## config.mk

```make
export PLATFORM = sky130hd
export DESIGN_NAME = rle_frame_decoder_top
export DESIGN_NICKNAME = d
export VERILOG_FILES = /design/src/hdl/rfd_pkg.sv /design/src/hdl/rle_frame_decoder_top.sv /design/src/hdl/rfd_core.sv
export SDC_FILE = /design/constraint.sdc
export NUM_CORES = 1
export LEC_CHECK = 0
export ABC_AREA = 1
export BUFFER_PORTS_ARGS = -buffer_cell sky130_fd_sc_hd__buf_2
export CAP_MARGIN = 20
export CORE_MARGIN = 3
export CORE_UTILIZATION = 40
export DETAILED_ROUTE_END_ITERATION = 8
export PLACE_DENSITY_LB_ADDON = 0.05
export SYNTH_ARGS = -nofsm -noshare
export SYNTH_HDL_FRONTEND = slang
export SYNTH_SLANG_ARGS = --single-unit
```

## constraint.sdc

```tcl
create_clock -name aclk -period 7.5 [get_ports aclk]
set_input_delay 1.125 -clock aclk [delete_from_list [all_inputs] [get_ports aclk]]
set_output_delay 1.125 -clock aclk [all_outputs]
set_load 0.02 [all_outputs]
```

## src/hdl/rfd_pkg.sv

```systemverilog
`timescale 1ns / 1ps
`default_nettype none

package rfd_pkg;

    // Default address width of the framebuffer.
    localparam int ADDR_BITS_DEFAULT = 16;

    // Reset values of the configuration registers.
    localparam logic [15:0] LINE_WIDTH_RESET       = 16'd320;
    localparam logic [15:0] KEY_FRAME_HEIGHT_RESET = 16'd200;

    // Configuration register indexes (address bit 2).
    localparam logic REG_LINE_WIDTH       = 1'b0;
    localparam logic REG_KEY_FRAME_HEIGHT = 1'b1;

    // Request kinds carried with each byte.
    typedef enum logic [1:0] {
        REQ_KEY_START   = 2'd0,
        REQ_DELTA_START = 2'd1,
        REQ_DATA        = 2'd2,
        REQ_NONE        = 2'd3
    } req_kind_t;

    // One decoded result item.
    typedef struct packed {
        logic        valid;
        logic        write_valid;
        logic [15:0] run_address;
        logic [7:0]  run_length;
        logic [7:0]  run_value;
        logic        frame_done;
        logic        protocol_error;
    } rfd_result_t;

endpackage

`default_nettype wire

```

## src/hdl/rle_frame_decoder_top.sv

```systemverilog
`timescale 1ns / 1ps
`default_nettype none

// Run-length frame decoder. Each input transfer carries a request kind on
// s_tuser (start key frame, start delta frame, data byte) and a compressed
// byte on s_tdata; each byte may produce one output transfer holding a
// framebuffer run write, an end-of-frame mark on m_tlast, or a protocol error
// flag. The block takes one input transfer per clock cycle while its output
// register is empty or drained; the whole decode step for a byte is one
// update of the decoder state. Results wait in one output register refilled
// in the same cycle it is taken. line_width (address 0), key_frame_height
// (address 4): write over APB only while the decoder is idle; not enforced.
module rle_frame_decoder_top
    import rfd_pkg::*;
#(
    parameter int ADDR_BITS = ADDR_BITS_DEFAULT
) (
    input  wire logic        aclk,
    input  wire logic        aresetn,

    input  wire logic        s_tvalid,
    output logic             s_tready,
    input  wire logic [7:0]  s_tdata,   // [7:0] data_byte
    input  wire logic [1:0]  s_tuser,   // [1:0] req_type

    output logic             m_tvalid,
    input  wire logic        m_tready,
    output logic [31:0]      m_tdata,   // [15:0] run_address, [23:16] run_length,
                                        // [31:24] run_value
    output logic [1:0]       m_tuser,   // [0] write_valid, [1] protocol_error
    output logic             m_tlast,   // frame_done

    input  wire logic        psel,
    input  wire logic        penable,
    input  wire logic        pwrite,
    input  wire logic [2:0]  paddr,
    input  wire logic [31:0] pwdata,
    output logic [31:0]      prdata,
    output logic             pready
);

    logic [15:0] line_width_reg;
    logic [15:0] key_frame_height_reg;
    logic        cfg_write;
    logic        step;
    rfd_result_t result;
    rfd_result_t out_reg;

    // Configuration registers.
    assign pready    = 1'b1;
    assign cfg_write = psel & penable & pwrite & pready;

    always_ff @(posedge aclk) begin
        if (!aresetn) begin
            line_width_reg       <= LINE_WIDTH_RESET;
            key_frame_height_reg <= KEY_FRAME_HEIGHT_RESET;
        end else if (cfg_write) begin
            unique case (paddr[2])
                REG_LINE_WIDTH:       line_width_reg       <= pwdata[15:0];
                REG_KEY_FRAME_HEIGHT: key_frame_height_reg <= pwdata[15:0];
                default:              line_width_reg       <= line_width_reg;
            endcase
        end
    end

    always_comb begin
        unique case (paddr[2])
            REG_LINE_WIDTH:       prdata = {16'd0, line_width_reg};
            REG_KEY_FRAME_HEIGHT: prdata = {16'd0, key_frame_height_reg};
            default:              prdata = '0;
        endcase
    end

    // Accept a byte whenever the output register is empty or being drained.
    assign s_tready = !out_reg.valid || m_tready;
    assign step     = s_tvalid && s_tready;

    rfd_core #(
        .ADDR_BITS(ADDR_BITS)
    ) u_core (
        .aclk             (aclk),
        .aresetn          (aresetn),
        .step             (step),
        .req_type         (s_tuser),
        .data_byte        (s_tdata),
        .line_width       (line_width_reg),
        .key_frame_height (key_frame_height_reg),
        .result           (result)
    );

    // Output register.
    always_ff @(posedge aclk) begin
        if (!aresetn) begin
            out_reg <= '0;
        end else if (step && result.valid) begin
            out_reg <= result;
        end else if (m_tready) begin
            out_reg.valid <= 1'b0;
        end
    end

    assign m_tvalid = out_reg.valid;
    assign m_tdata  = {out_reg.run_value, out_reg.run_length, out_reg.run_address};
    assign m_tuser  = {out_reg.protocol_error, out_reg.write_valid};
    assign m_tlast  = out_reg.frame_done;

endmodule

`default_nettype wire

```

## src/hdl/rfd_core.sv

```systemverilog
`timescale 1ns / 1ps
`default_nettype none

module rfd_core
    import rfd_pkg::*;
#(
    parameter int ADDR_BITS = ADDR_BITS_DEFAULT
) (
    input  wire logic        aclk,
    input  wire logic        aresetn,
    input  wire logic        step,
    input  wire logic [1:0]  req_type,
    input  wire logic [7:0]  data_byte,
    input  wire logic [15:0] line_width,
    input  wire logic [15:0] key_frame_height,
    output rfd_result_t      result
);

    // Decoder phases.
    localparam logic [3:0] PH_IDLE     = 4'd0;
    localparam logic [3:0] PH_HDR0     = 4'd1;
    localparam logic [3:0] PH_HDR1     = 4'd2;
    localparam logic [3:0] PH_HDR2     = 4'd3;
    localparam logic [3:0] PH_HDR3     = 4'd4;
    localparam logic [3:0] PH_SEGCOUNT = 4'd5;
    localparam logic [3:0] PH_SKIP     = 4'd6;
    localparam logic [3:0] PH_RUN      = 4'd7;
    localparam logic [3:0] PH_COLOR    = 4'd8;
    localparam logic [3:0] PH_COPY     = 4'd9;

    logic [3:0]           phase_reg, phase_next;
    logic                 is_delta_reg, is_delta_next;
    logic [ADDR_BITS-1:0] write_pointer_reg, write_pointer_next;
    logic [ADDR_BITS-1:0] line_base_reg, line_base_next;
    logic [15:0]          lines_left_reg, lines_left_next;
    logic [6:0]           segments_left_reg, segments_left_next;
    logic [7:0]           run_left_reg, run_left_next;
    logic                 copy_mode_reg, copy_mode_next;
    logic [7:0]           header_low_reg, header_low_next;

    logic [15:0]          header_word;
    logic [31:0]          start_product;
    logic [ADDR_BITS-1:0] next_line_base;
    logic [15:0]          lines_dec;
    logic [6:0]           segments_dec;
    logic [7:0]           run_dec;
    logic [7:0]           byte_neg;
    logic                 finish_segment;
    logic                 finish_line;

    // Shared arithmetic for the header and line bookkeeping.
    assign header_word    = {data_byte, header_low_reg};
    assign start_product  = header_word * line_width;
    assign next_line_base = line_base_reg + ADDR_BITS'(line_width);
    assign lines_dec      = lines_left_reg - 16'd1;
    assign segments_dec   = segments_left_reg - 7'd1;
    assign run_dec        = run_left_reg - 8'd1;
    assign byte_neg       = 8'd0 - data_byte;

    // Next state and result for the byte being taken.
    always_comb begin
        phase_next         = phase_reg;
        is_delta_next      = is_delta_reg;
        write_pointer_next = write_pointer_reg;
        line_base_next     = line_base_reg;
        lines_left_next    = lines_left_reg;
        segments_left_next = segments_left_reg;
        run_left_next      = run_left_reg;
        copy_mode_next     = copy_mode_reg;
        header_low_next    = header_low_reg;
        finish_segment     = 1'b0;
        finish_line        = 1'b0;
        result             = '0;

        unique case (req_type)
            REQ_KEY_START: begin
                is_delta_next      = 1'b0;
                line_base_next     = '0;
                write_pointer_next = '0;
                lines_left_next    = (key_frame_height == 16'd0) ? 16'd1 : key_frame_height;
                segments_left_next = '0;
                run_left_next      = '0;
                copy_mode_next     = 1'b0;
                phase_next         = PH_SEGCOUNT;
            end
            REQ_DELTA_START: begin
                is_delta_next      = 1'b1;
                segments_left_next = '0;
                run_left_next      = '0;
                copy_mode_next     = 1'b0;
                phase_next         = PH_HDR0;
            end
            REQ_NONE: begin
                phase_next = phase_reg;
            end
            REQ_DATA: begin
                unique case (phase_reg)
                    PH_HDR0: begin
                        header_low_next = data_byte;
                        phase_next      = PH_HDR1;
                    end
                    PH_HDR2: begin
                        header_low_next = data_byte;
                        phase_next      = PH_HDR3;
                    end
                    PH_HDR1: begin
                        // Starting line times width, wrapped at 16 bits.
                        line_base_next     = ADDR_BITS'(start_product[15:0]);
                        write_pointer_next = ADDR_BITS'(start_product[15:0]);
                        phase_next         = PH_HDR2;
                    end
                    PH_HDR3: begin
                        // A zero or negative line count decodes one line.
                        if (header_word == 16'd0 || header_word[15]) begin
                            lines_left_next = 16'd1;
                        end else begin
                            lines_left_next = header_word;
                        end
                        phase_next = PH_SEGCOUNT;
                    end
                    PH_SEGCOUNT: begin
                        if (data_byte == 8'd0 || data_byte[7]) begin
                            finish_line = 1'b1;
                        end else begin
                            segments_left_next = data_byte[6:0];
                            phase_next         = is_delta_reg ? PH_SKIP : PH_RUN;
                        end
                    end
                    PH_SKIP: begin
                        write_pointer_next = write_pointer_reg + ADDR_BITS'(data_byte);
                        phase_next         = PH_RUN;
                    end
                    PH_RUN: begin
                        // Delta frames copy on a positive byte, key frames on a negative one.
                        if (is_delta_reg) begin
                            if (data_byte != 8'd0 && !data_byte[7]) begin
                                copy_mode_next = 1'b1;
                                run_left_next  = data_byte;
                                phase_next     = PH_COPY;
                            end else begin
                                copy_mode_next = 1'b0;
                                run_left_next  = byte_neg;
                                phase_next     = PH_COLOR;
                            end
                        end else begin
                            if (data_byte[7]) begin
                                copy_mode_next = 1'b1;
                                run_left_next  = byte_neg;
                                phase_next     = PH_COPY;
                            end else begin
                                copy_mode_next = 1'b0;
                                run_left_next  = data_byte;
                                phase_next     = PH_COLOR;
                            end
                        end
                    end
                    PH_COLOR: begin
                        if (run_left_reg != 8'd0) begin
                            result.write_valid = 1'b1;
                            result.run_address = write_pointer_reg[15:0];
                            result.run_length  = run_left_reg;
                            result.run_value   = data_byte;
                            write_pointer_next = write_pointer_reg + ADDR_BITS'(run_left_reg);
                        end
                        run_left_next  = '0;
                        finish_segment = 1'b1;
                    end
                    PH_COPY: begin
                        result.write_valid = 1'b1;
                        result.run_address = write_pointer_reg[15:0];
                        result.run_length  = 8'd1;
                        result.run_value   = data_byte;
                        write_pointer_next = write_pointer_reg + ADDR_BITS'(1);
                        run_left_next      = run_dec;
                        finish_segment     = (run_dec == 8'd0);
                    end
                    default: begin
                        // A data byte with no frame in progress.
                        phase_next            = PH_IDLE;
                        result.protocol_error = 1'b1;
                    end
                endcase
            end
            default: begin
                phase_next = phase_reg;
            end
        endcase

        // End of a segment, possibly closing the line.
        if (finish_segment) begin
            segments_left_next = segments_dec;
            if (segments_dec == 7'd0) begin
                finish_line = 1'b1;
            end else begin
                phase_next = is_delta_reg ? PH_SKIP : PH_RUN;
            end
        end

        // End of a line, possibly closing the frame.
        if (finish_line) begin
            line_base_next     = next_line_base;
            write_pointer_next = next_line_base;
            lines_left_next    = lines_dec;
            if (lines_dec == 16'd0) begin
                phase_next        = PH_IDLE;
                result.frame_done = 1'b1;
            end else begin
                phase_next = PH_SEGCOUNT;
            end
        end

        result.valid = result.write_valid | result.frame_done | result.protocol_error;
    end

    // Control state.
    always_ff @(posedge aclk) begin
        if (!aresetn) begin
            phase_reg         <= PH_IDLE;
            is_delta_reg      <= 1'b0;
            write_pointer_reg <= '0;
            line_base_reg     <= '0;
            lines_left_reg    <= '0;
            segments_left_reg <= '0;
            run_left_reg      <= '0;
            copy_mode_reg     <= 1'b0;
            header_low_reg    <= '0;
        end else if (step) begin
            phase_reg         <= phase_next;
            is_delta_reg      <= is_delta_next;
            write_pointer_reg <= write_pointer_next;
            line_base_reg     <= line_base_next;
            lines_left_reg    <= lines_left_next;
            segments_left_reg <= segments_left_next;
            run_left_reg      <= run_left_next;
            copy_mode_reg     <= copy_mode_next;
            header_low_reg    <= header_low_next;
        end
    end

endmodule

`default_nettype wire
```

==> results.md, run 1 <==
- GRT Overall Usage: 24.7%
- Synth Instances: 2,100
- Fin worst setup slack: 1470 ps
- Initial antenna violation count: 1
- Final Max Slew Viols: 0
- First-pass GRT wire length: 71,100 um
- Type of the worst setup path: input pin to flip-flop
- Initial core utilization: 40.9%
- Synth Cell Area: 13,800 um^2
- EDFF count, synth: 0
- IO Pins: 122
- WP data required: 7890 ps
- Leak Pwr: 7.61 nW
- Ys async rst share: 0%
- Slew @ Worst Pin: 989 ps
- Final nets: 2,335
- Total Die Area: 36,800 um^2
- Input/output buffers: 86
- R2R depth: 21
- Post-CTS setup buffers: 0
- TNS Setup: 0 ps
- Routability cong.: 0.889
- Die Ht: 192 um
- Layout cells sized above 1: 9.10%
- Worst VDD drop: 0.000159 V
- Slew HR: 34.0%
- Antenna Nets Post-Route: 0
- Yosys warnings: 0
- Min-Delay Path Depth: 2
- Root buffer cell: clkbuf_16
- Die span in x: 192 um
- Vias in the first global route: 12,800
- Clock Sinks: 144
- Worst Skew: 18.3 ps
- Sequential share of the synthesized area: 20.9%
- Worst-skew pair later-pin latency: 450 ps
- Min Tclk post-route: 6030 ps
- Total CTS buffers: 17
- Area after DPL: 14,400 um^2
- TritonCTS clock tree: built
- Area grow syn2layout: 8.76%
- Result of the run: finished, final reports clean
- Finished Layout Cells: 2,581
- Post-place setup slack: 1060 ps
- DRT iter0 DRCs: 1,008
- Vias after detailed routing: 13,500
- Worst Path Max Fanout: 11
- Antenna cells: 0
- Synth cell count leaders: 524 x nand2_1, 334 x inv_1, 166 x nor2_1, 144 x dfxtp_1, 139 x o21ai_0
- Pwr Total: 0.00219 W
- Final hold vios: 0
- Mean routed wirelength per cell: 17.3 um
- Critical path startpoint category: input pin
- Final Setup Violations: 0
- Largest area contributor in the netlist: dfxtp_1
- Clock transition at path regs: 70 ps
- RSZ-0062 raised after global routing: false
- Arrival @ worst endpoint: 6410 ps
- Core area: 33,800 um^2
- Detailed placement HPWL: 33,500 um
- Most frequent cell after synthesis: nand2_1
- Final non-filler cell area: 15,000 um^2
- Max reg flops: 32
- Pin count of the biggest net entering global routing: 90
- Detailed Routing Iterations Pass 1: 5
- Routed vias/inst: 5.22
- Gr ovfl total: 0
- Power Density: 146 nW/um^2
- Fmax: 166 MHz
- Final worst path period share: 80.4%
- Syn_area_per_cell: 6.57 um^2
- Area contributors post-synth: dfxtp_1 21%, nand2_1 14%, fa_1 12%
- Setup crit end kind: flip-flop
- # hold bufs at CTS: 0
- Distinct cells, synth: 51
- Rows: 67
- Post-synth top area share: 20.9%
- Dpl cells: 2,549
- FILL cells: 3,642
- PostCTS Resize Cnt: 0
- Yosys reg bits: 144
- HP Class: flip-flop to flip-flop
- Drc violations: 0
- # Max-Cap Violations: 0
- Clk buf depth: 2
- Final Routed Wirelength: 44,800 um
- Predominant post-synthesis flop cell: dfxtp_1
- H-tree levels: 4
metal layers:
metal / vias up / routed length, um / track usage (%) / part of all wire, %
li1: 6702 / - / - / -
met1: 6403 / 21300 / 35.1 / 47
met2: 328 / 20700 / 40.8 / 46
met3: 30 / 2400 / 3.03 / 5.4
met4: 2 / 449 / 4.46 / 1.0
met5: - / 11 / 0 / 0.025
area by class of cell:
cell class,count,area [um^2],area share [%]
repair buffers,104,586,3.90
multi-input cells,1506,9090,60.6
clock buffers,18,439,2.93
well taps,448,561,3.73
inverters,347,1310,8.72
flip-flops and latches,144,2880,19.2
clock inverters,14,145,0.967
report_power, final:
| group | total, W | switching [W] | internal [W] |
|---|---|---|---|
| Clock | 0.000876 | 0.000398 | 0.000478 |
| Combinational | 0.000476 | 0.000329 | 0.000147 |
| Sequential | 0.000836 | 0.0000417 | 0.000795 |
| Total | 0.00219 | 0.000769 | 0.00142 |
layout by cell type, fill, tap and decap left out, types with 7 or more instances in the layout:
cell type	count
dfxtp_1	144
o211ai_1	8
nor2_2	20
xnor2_1	13
fa_1	82
inv_2	10
nor2_1	166
ha_1	81
nand3b_1	8
nand3_1	137
o21ai_1	7
o21ai_0	139
a21oi_1	133
nor3_1	15
conb_1	17
clkbuf_16	17
nand4_1	19
buf_4	17
buf_2	86
o2111a_1	8
a31oi_1	15
a2111oi_0	16
o22ai_1	21
nand2_1	524
inv_1	333
xor2_1	25
kinds of logic (layout without fill, tap and decap cells):
kind of cell | Yosys count | after routing | synth area share [%]
other | 2 | 17 | 0.0544
DFF | 144 | 144 | 20.9
buffers and inverters | 465 | 483 | 13.7
adders and majority gates | 163 | 163 | 19.2
AOI/OAI and AO/OA | 368 | 368 | 15.1
xor gates and xnor gates | 39 | 39 | 2.53
and+or+nand+nor | 919 | 919 | 28.6
worst paths after layout:
kind / startpoint / to / slack [ps]
min: m_tdata[25]$_SDFFE_PN0P_ / m_tdata[25]$_SDFFE_PN0P_ / 460
max reg2reg: line_width_reg[3]$_SDFFE_PN0P_ / u_core.write_pointer_reg[13]$_SDFFE_PN0P_ / 1510
min reg2reg: m_tdata[25]$_SDFFE_PN0P_ / m_tdata[25]$_SDFFE_PN0P_ / 460
max: s_tdata[3] / u_core.write_pointer_reg[13]$_SDFFE_PN0P_ / 1470
stage by stage:
stage | utilization (%) | hold WS, ps
floorplan | - | 453
global placement | 42.6 | 448
detailed placement | 42.7 | 450
CTS | 44.4 | 461
global route | 44.4 | 480
finish | 44.4 | 457
critical path, stage by stage:
cell,delay (ps)
buf_2,310
nand2_1,140
fa_1,530
fa_1,540
inv_1,50
fa_1,490
fa_1,500
fa_1,500
inv_1,60
fa_1,510
inv_1,60
ha_1,330
inv_1,130
o21ai_0,110
nor2_1,110
nand3_1,110
nand2_1,100
nor3b_1,280
nand2_1,140
nand2_1,120
a21oi_1,70
nor2_1,80
Power figures use the tool's default switching activity.
==> run 2, diff against run 1 <==
--- a/config.mk
+++ b/config.mk
@@ -5,7 +5,7 @@
 export SDC_FILE = /design/constraint.sdc
 export NUM_CORES = 1
 export LEC_CHECK = 0
-export ABC_AREA = 1
+export ABC_AREA = 0
 export BUFFER_PORTS_ARGS = -buffer_cell sky130_fd_sc_hd__buf_2
 export CAP_MARGIN = 20
 export CORE_MARGIN = 3
==> constraint.sdc (replaced) <==
create_clock -name aclk -period 5.55 [get_ports aclk]
set_input_delay 0.8325 -clock aclk [delete_from_list [all_inputs] [get_ports aclk]]
set_output_delay 0.8325 -clock aclk [all_outputs]
set_load 0.02 [all_outputs]
==> results.md, run 2 <==
- Antenna Nets Post-Route: 0 (unchanged)
- Setup crit end kind: flip-flop
- Area after DPL: 13,900 um^2 (-3.5%)
- HP Class: flip-flop to flip-flop
- CP top delay family: adder cells
- Detailed Routing Iterations Pass 1: 5 (unchanged)
- Comb pwr share: 15.0% (-6.7 points)
- Critical path startpoint category: input pin
- Clock power share: 46.4% (+6.4 points)
- EDFF count, synth: 0 (unchanged)
- Post-synth top area share: 22.6% (+1.7 points)
- Slew HR: 35.4% (+1.4 points)
- Clk buf depth: 2 (unchanged)
- Crit-path slowest cell: fa_1
- Worst-path cell chain: buf_2 > buf_4 > nand2_1 > fa_1 > fa_1 > inv_1 > fa_1 > fa_1 > fa_1 > inv_1 > fa_1 > inv_1 > ha_4 > a21o_1 > a31oi_1 > xnor2_1 > buf_4 > nor2_1 > a211o_1 > a31oi_1
- Finished Layout Cells: 2,147 (-17%)
- Area grow syn2layout: 15.2%
- H-tree levels: 4 (unchanged)
- FILL cells: 3,152 (-13%)
- First-pass GRT wire length: 62,200 um (-13%)
- Pin count of the biggest net entering global routing: 79 (-12%)
- RR Startpoint: u_core.header_low_reg[5]$_SDFFE_PN0P_
- Switch Pwr: 0.000781 W (+1.6%)
- Initial core utilization: 41.1% (+0.25 points)
- Buf/Inv on CP: 6 (+1)
- Yosys reg bits: 144 (unchanged)
- Detailed placement HPWL: 29,900 um (-11%)
- Clock transition at path regs: 60 ps (about the same)
- Layout cells sized above 1: 15.5% (+6.4 points)
- Drc violations: 0 (unchanged)
- GRT Overall Usage: 23.5% (-1.2 points)
- Result of the run: finished, final reports clean
- Most frequent cell after synthesis: nand2_1
- Final worst path period share: 96.8%
- Routability cong.: 0.842 (-5.4%)
- Register Area: 2910 um^2 (+1.0%)
- Final Max Slew Viols: 0 (unchanged)
- Worst Path Max Fanout: 3 (-8)
- Max reg flops: 32 (unchanged)
- Core area: 31,100 um^2 (-8.0%)
- Rows: 64 (-4.5%)
- Slew @ Worst Pin: 963 ps (-26.4 ps)
- Fmax: 186 MHz
- Type of the worst setup path: input pin to flip-flop
- Die span in x: 185 um (-3.7%)
- Worst Min Path Start: m_tdata[15]$_SDFFE_PN0P_
- Worst Skew: 19.6 ps (+1.33 ps)
- DRT iter0 DRCs: 803 (-20%)
- Multi-input gate area in the final layout: 8940 um^2 (-1.7%)
- IO Pins: 122 (unchanged)
- Syn_area_per_cell: 7.76 um^2 (+18%)
- Synth Cell Area: 12,800 um^2 (-7.5%)
- Worst VDD drop: 0.000258 V (+63%)
- Most frequent cells in the layout: 247 x nand2_1, 142 x inv_1, 133 x dfxtp_1, 104 x o21ai_0, 93 x buf_4
- TritonCTS clock tree: built
- Dpl cells: 2,108 (-17%)
- Synth cell count leaders: 247 x nand2_1, 144 x dfxtp_1, 144 x inv_1, 107 x o21ai_0, 89 x clkbuf_1
- Mean routed wirelength per cell: 18.4 um (+5.9%)
- Arrival @ worst endpoint: 5750 ps (-660 ps)
- Commonest non-fill, non-tap cell in the layout: nand2_1
- Routed vias/inst: 5.36 (+2.8%)
- Root buffer cell: clkbuf_16
- Final Routed Wirelength: 39,400 um (-12%)
- Final non-filler cell area: 14,700 um^2 (-2.0%)
- R2R depth: 21 (unchanged)
- Vias in the first global route: 11,100 (-13%)
- Leak Pwr: 6.40 nW (-16%)
- Max incr delay on CP: 550 ps (about the same)
- Predominant post-synthesis flop cell: dfxtp_1
- Total Die Area: 34,100 um^2 (-7.2%)
- Ys async rst share: 0% (unchanged)
- # Max-Cap Violations: 0 (unchanged)
- Synth Instances: 1,647 (-22%)
- Hold worst-path end: m_tdata[15]$_SDFFE_PN0P_
- Die Ht: 185 um (-3.7%)
- CP dominant cell by count: fa_1
- Largest area contributor in the netlist: dfxtp_1
- Distinct cells, synth: 73 (+43%)
- Post-place setup slack: -403 ps (-1460 ps)
- Area contributors post-synth: dfxtp_1 23%, fa_1 13%, ha_1 7.9%
- Initial antenna violation count: 2 (+1)
- Power Density: 193 nW/um^2 (+32%)
- Reg-to-reg setup timing slack: 250 ps (-1260 ps)
- Total CTS buffers: 17 (unchanged)
- Switching Fraction: 27.6% (-7.6 points)
- Final Setup Violations: 0 (unchanged)
- Cell-internal power: 0.00205 W (+45%)
- WP data required: 5930 ps (-1960 ps)
- Clock Sinks: 144 (unchanged)
- Sequential share of power: 38.6% (+0.4 points)
- Worst-skew pair later-pin latency: 460 ps (about the same)
- Sequential share of the synthesized area: 22.6% (+1.7 points)
- Input/output buffers: 86 (unchanged)
- Crit Reg-Reg Endpoint: u_core.write_pointer_reg[14]$_SDFFE_PN0P_
- Min Tclk post-route: 5370 ps
- Fin worst setup slack: 178 ps (-1290 ps)
- Yosys warnings: 0 (unchanged)
- Final nets: 1,953 (-16%)
- Gr ovfl total: 0 (unchanged)
- Min-Delay Path Depth: 2 (unchanged)
- Vias after detailed routing: 11,500 (-14%)
- Final hold vios: 0 (unchanged)
- WHS: 449 ps (-8.31 ps)
## run 2: cell types whose count changed after synthesis, sizes merged, moves of 46 or more
cell / delta
and2: +70
nand3: -70
nand2: -287
nor2: -119
a21oi: -46
inv: -199
## run 2: worst max path at each step
stage | cells past startpoint | slack, ps | end | from
after floorplan | 20 | 3 | u_core.write_pointer_reg[15]$_SDFFE_PN0P_ | s_tdata[5]
after global placement | 23 | -390 | u_core.write_pointer_reg[14]$_SDFFE_PN0P_ | s_tdata[0]
after detailed placement | 21 | -400 | u_core.write_pointer_reg[15]$_SDFFE_PN0P_ | s_tdata[5]
after CTS | 23 | 50 | u_core.write_pointer_reg[14]$_SDFFE_PN0P_ | s_tdata[0]
after global routing | 21 | -2 | u_core.write_pointer_reg[14]$_SDFFE_PN0P_ | u_core.header_low_reg[6]$_SDFFE_PN0P_
final | 20 | 180 | u_core.write_pointer_reg[14]$_SDFFE_PN0P_ | s_tdata[4]
## run 2: power groups by stage
stage / sequential, W / combinational [W] / clock [W]
floorplan: 0.00110 / 0.000301 / 0
global placement: 0.00112 / 0.000414 / 0
detailed placement: 0.00112 / 0.000416 / 0
CTS: 0.00110 / 0.000418 / 0.00134
global route: 0.00110 / 0.000471 / 0.00138
finish: 0.00110 / 0.000425 / 0.00131
## run 2: layout make-up
cell class	count	area share [%]
repair buffers	181	7.95
multi-input cells	1250	60.8
diodes	1	0.0170
well taps	396	3.37
clock inverters	10	1.24
inverters	144	3.67
flip-flops and latches	144	19.8
clock buffers	21	3.20
## run 2: per-stage QoR
step	util (%)	total power [W]	setup TNS [ps]
2_1_floorplan	-	0.00140	0
3_3_place_gp	44.8	0.00153	-2230
3_5_place_dp	44.8	0.00154	-2490
4_1_cts	46.9	0.00286	0
5_1_grt	47.4	0.00295	-2.43
6_report	47.4	0.00283	0
## run 2: timing repair
| action | in CTS | in global routing |
|---|---|---|
| endpoints found under the setup margin | 0 | 8 |
| gates resized for setup | 0 | 40 |
| hold buffers | 0 | 0 |
| buffers inserted | 0 | 5 |
## run 2: cell families (layout without fill, tap and decap cells)
kind of cell	Yosys count	in the layout	share of synthesized area (%)
buffers and inverters	268	356	8.65
multiplexers	25	25	2.11
adder cells (fa/ha/maj)	163	163	20.8
flip-flops	144	144	22.6
XOR/XNOR	82	82	5.62
AND/OR/NAND/NOR	600	600	22.7
other	2	18	0.0588
AO/OA/AOI/OAI	363	363	17.5
## run 2: worst reg2reg max path: stages, from the launching register on
cell     delay [ps]
dfxtp_2         380
and2_1          190
fa_1            530
inv_1            60
fa_2            400
fa_1            530
inv_1            40
ha_1            290
fa_1            550
inv_1            50
fa_1            470
inv_1            40
ha_1            280
or2_2           290
a21oi_2         150
a21oi_2          50
a31oi_1         200
xnor2_1         130
buf_4           140
nor2_1           40
a211o_1         260
a31oi_1         150
## run 2: layer usage
layer / share of wire [%] / routed length [um] / GRT usage (%) / vias to the layer above
met1: 48 / 18800 / 32.9 / 5534
met2: 46 / 18100 / 37.5 / 271
met3: 4.3 / 1680 / 3.77 / 42
li1: - / - / - / 5668
met5: 0 / 0 / 0 / -
met4: 2.2 / 854 / 7.14 / 0
==> run 3, diff against run 2 <==
--- a/config.mk
+++ b/config.mk
@@ -9,7 +9,7 @@
 export BUFFER_PORTS_ARGS = -buffer_cell sky130_fd_sc_hd__buf_2
 export CAP_MARGIN = 20
 export CORE_MARGIN = 3
-export CORE_UTILIZATION = 40
+export CORE_UTILIZATION = 43
 export DETAILED_ROUTE_END_ITERATION = 8
 export PLACE_DENSITY_LB_ADDON = 0.05
 export SYNTH_ARGS = -nofsm -noshare
==> constraint.sdc (replaced) <==
create_clock -name aclk -period 5.55 [get_ports aclk]
set_input_delay 0.2775 -clock aclk [delete_from_list [all_inputs] [get_ports aclk]]
set_output_delay 0.2775 -clock aclk [all_outputs]
set_load 0.02 [all_outputs]
==> results.md, run 3 (same netlist as run 2, synthesis figures left out) <==
- Power Density: 185 nW/um^2 (-4.0%)
- Slew HR: 36.6% (+1.2 points)
- Final worst path period share: 95.4% (-1.4 points)
- Type of the worst setup path: flip-flop to flip-flop
- Drc violations: 0 (unchanged)
- Routed vias/inst: 5.38 (+0.30%)
- Fin worst setup slack: 258 ps (+79.9 ps)
- Commonest non-fill, non-tap cell in the layout: nand2_1
- Rows: 62 (-3.1%)
- Arrival @ worst endpoint: 5640 ps (-110 ps)
- Final Max Slew Viols: 0 (unchanged)
- Routability cong.: 0.855 (+1.5%)
- # hold bufs at CTS: 0 (unchanged)
- Result of the run: finished, final reports clean
- Setup crit end kind: flip-flop
- Initial antenna violation count: 0 (-2)
- Finished Layout Cells: 2,121 (-1.2%)
- Die span in x: 178 um (-3.4%)
- TritonCTS clock tree: built
- WP data required: 5900 ps (-30 ps)
- Final core occ: 49.8% (+2.5 points)
- Worst Skew: 10.4 ps (-9.20 ps)
- Clk buf depth: 2 (unchanged)
- # Max-Cap Violations: 0 (unchanged)
- DRT iter0 DRCs: 829 (+3.2%)
- Dpl cells: 2,088 (-0.95%)
- Initial core utilization: 44.0% (+2.9 points)
- Fmax: 189 MHz (+1.5%)
- GRT Overall Usage: 24.5% (+0.98 points)
- Total CTS buffers: 17 (unchanged)
- Final nets: 1,939 (-0.72%)
- IO Pins: 122 (unchanged)
- Slew @ Worst Pin: 942 ps (-20.9 ps)
- Layout cells sized above 1: 14.6% (-0.92 points)
- Post-place setup slack: 39.5 ps (+442 ps)
- Final non-filler cell area: 14,500 um^2 (-1.7%)
- Core area: 29,000 um^2 (-6.6%)
- HP Class: input pin to flip-flop
- Final Routed Wirelength: 38,300 um (-3.0%)
- WHS: 72.7 ps (-376 ps)
- Gr ovfl total: 0 (unchanged)
- Clock transition at path regs: 70 ps (about the same)
- Input/output buffers: 86 (unchanged)
- Leak Pwr: 6.31 nW (-1.4%)
- Worst-skew pair later-pin latency: 430 ps (-30 ps)
- Pin count of the biggest net entering global routing: 82 (+3.8%)
- Antenna Nets Post-Route: 0 (unchanged)
- Detailed Routing Iterations Pass 1: 5 (unchanged)
- Root buffer cell: clkbuf_16
- Worst VDD drop: 0.000190 V (-26%)
- Final Setup Violations: 0 (unchanged)
- Area after DPL: 13,800 um^2 (-0.81%)
- Total Die Area: 31,800 um^2 (-6.8%)
- Mean routed wirelength per cell: 18.0 um (-1.8%)
- H-tree levels: 4 (unchanged)
- Detailed placement HPWL: 28,800 um (-3.8%)
- Worst Path Max Fanout: 10 (+7)
- Final hold vios: 0 (unchanged)
- Clock Sinks: 144 (unchanged)
- Max reg flops: 32 (unchanged)
- Vias after detailed routing: 11,400 (-0.91%)
- Vias in the first global route: 11,000 (-0.26%)
- Min Tclk post-route: 5290 ps (-79.9 ps)
- Area grow syn2layout: 13.2%
- Die Ht: 178 um (-3.4%)
- First-pass GRT wire length: 61,300 um (-1.4%)
- Critical path startpoint category: flip-flop
- Most frequent cells in the layout: 247 x nand2_1, 144 x inv_1, 132 x dfxtp_1, 106 x o21ai_0, 85 x buf_2
- Antenna cells: 0 (-1)
- FILL cells: 2,990 (-5.1%)
-- run 3: changes by cell type in the layout (fill, tap and decap cells not counted), moves of 3 or more --
| cell | before | now |
|---|---|---|
| buf_4 | 93 | 81 |
| buf_6 | 5 | 1 |
| bufinv_16 | 5 | 1 |
| clkinv_4 | 0 | 4 |
| dfxtp_2 | 5 | 8 |
| fa_1 | 79 | 82 |
| fa_2 | 3 | 0 |
| ha_1 | 78 | 81 |
| ha_4 | 3 | 0 |
-- run 3: power by group --
part	switching [W]	internal [W]	leakage, nW
logic	0.000253	0.000157	4.85
registers	0.0000379	0.00106	1.17
clock network	0.000503	0.000664	0.287
total	0.000794	0.00188	6.31
-- run 3: critical path: stages (launching register included) --
cell and delay (ps):
dfxtp_4 400, and2_1 180, fa_1 510, inv_1 60, fa_1 460, fa_1 550, inv_1 40, ha_1 280
fa_1 480, inv_1 50, fa_1 470, inv_1 40, ha_1 280, or2_2 280, a21oi_2 150, a21oi_2 60
a31oi_1 170, xnor2_1 140, buf_4 140, nor2_1 40, a211o_1 260, a31oi_1 170
-- run 3: per-layer routing --
metal | global-route usage (%) | part of all wire, % | routed length [um]
met2 | 38.5 | 46 | 17500
met5 | 0 | 0 | 0
met4 | 5.65 | 1.7 | 660
met1 | 35.7 | 48 | 18400
met3 | 3.43 | 4.4 | 1690
-- run 3: timing repair --
action                     4_1_cts  5_1_grt
buffers inserted                 0        0
setup endpoints to repair        0        8
resized for setup                0       22
-- run 3: per-stage QoR --
stage | total power [W] | TNS [ps]
after global routing | 0.00279 | -40.2
after CTS | 0.00270 | 0
final | 0.00267 | 0
after detailed placement | 0.00153 | 0
after floorplan | 0.00140 | 0
after global placement | 0.00153 | 0
-- run 3: layout make-up --
cell class,instances,area [um^2],share of cell area (%)
Multi-Input combinational cell,1250,8900,61.5
Sequential cell,144,2910,20.1
Timing Repair Buffer,167,1040,7.22
Inverter,144,541,3.74
Tap cell,384,480,3.32
Clock buffer,20,467,3.23
Clock inverter,12,125,0.865
-- run 3: worst paths after layout --
| kind | start | end | slack, ps | cells after the start |
|---|---|---|---|---|
| setup / recovery | u_core.header_low_reg[7]$_SDFFE_PN0P_ | u_core.write_pointer_reg[14]$_SDFFE_PN0P_ | 260 | 21 |
| hold / removal | pwdata[3] | key_frame_height_reg[3]$_SDFFE_PN1P_ | 70 | 3 |
| setup reg to reg | u_core.header_low_reg[7]$_SDFFE_PN0P_ | u_core.write_pointer_reg[14]$_SDFFE_PN0P_ | 260 | 21 |
| hold reg to reg | m_tdata[12]$_SDFFE_PN0P_ | m_tdata[12]$_SDFFE_PN0P_ | 460 | 2 |
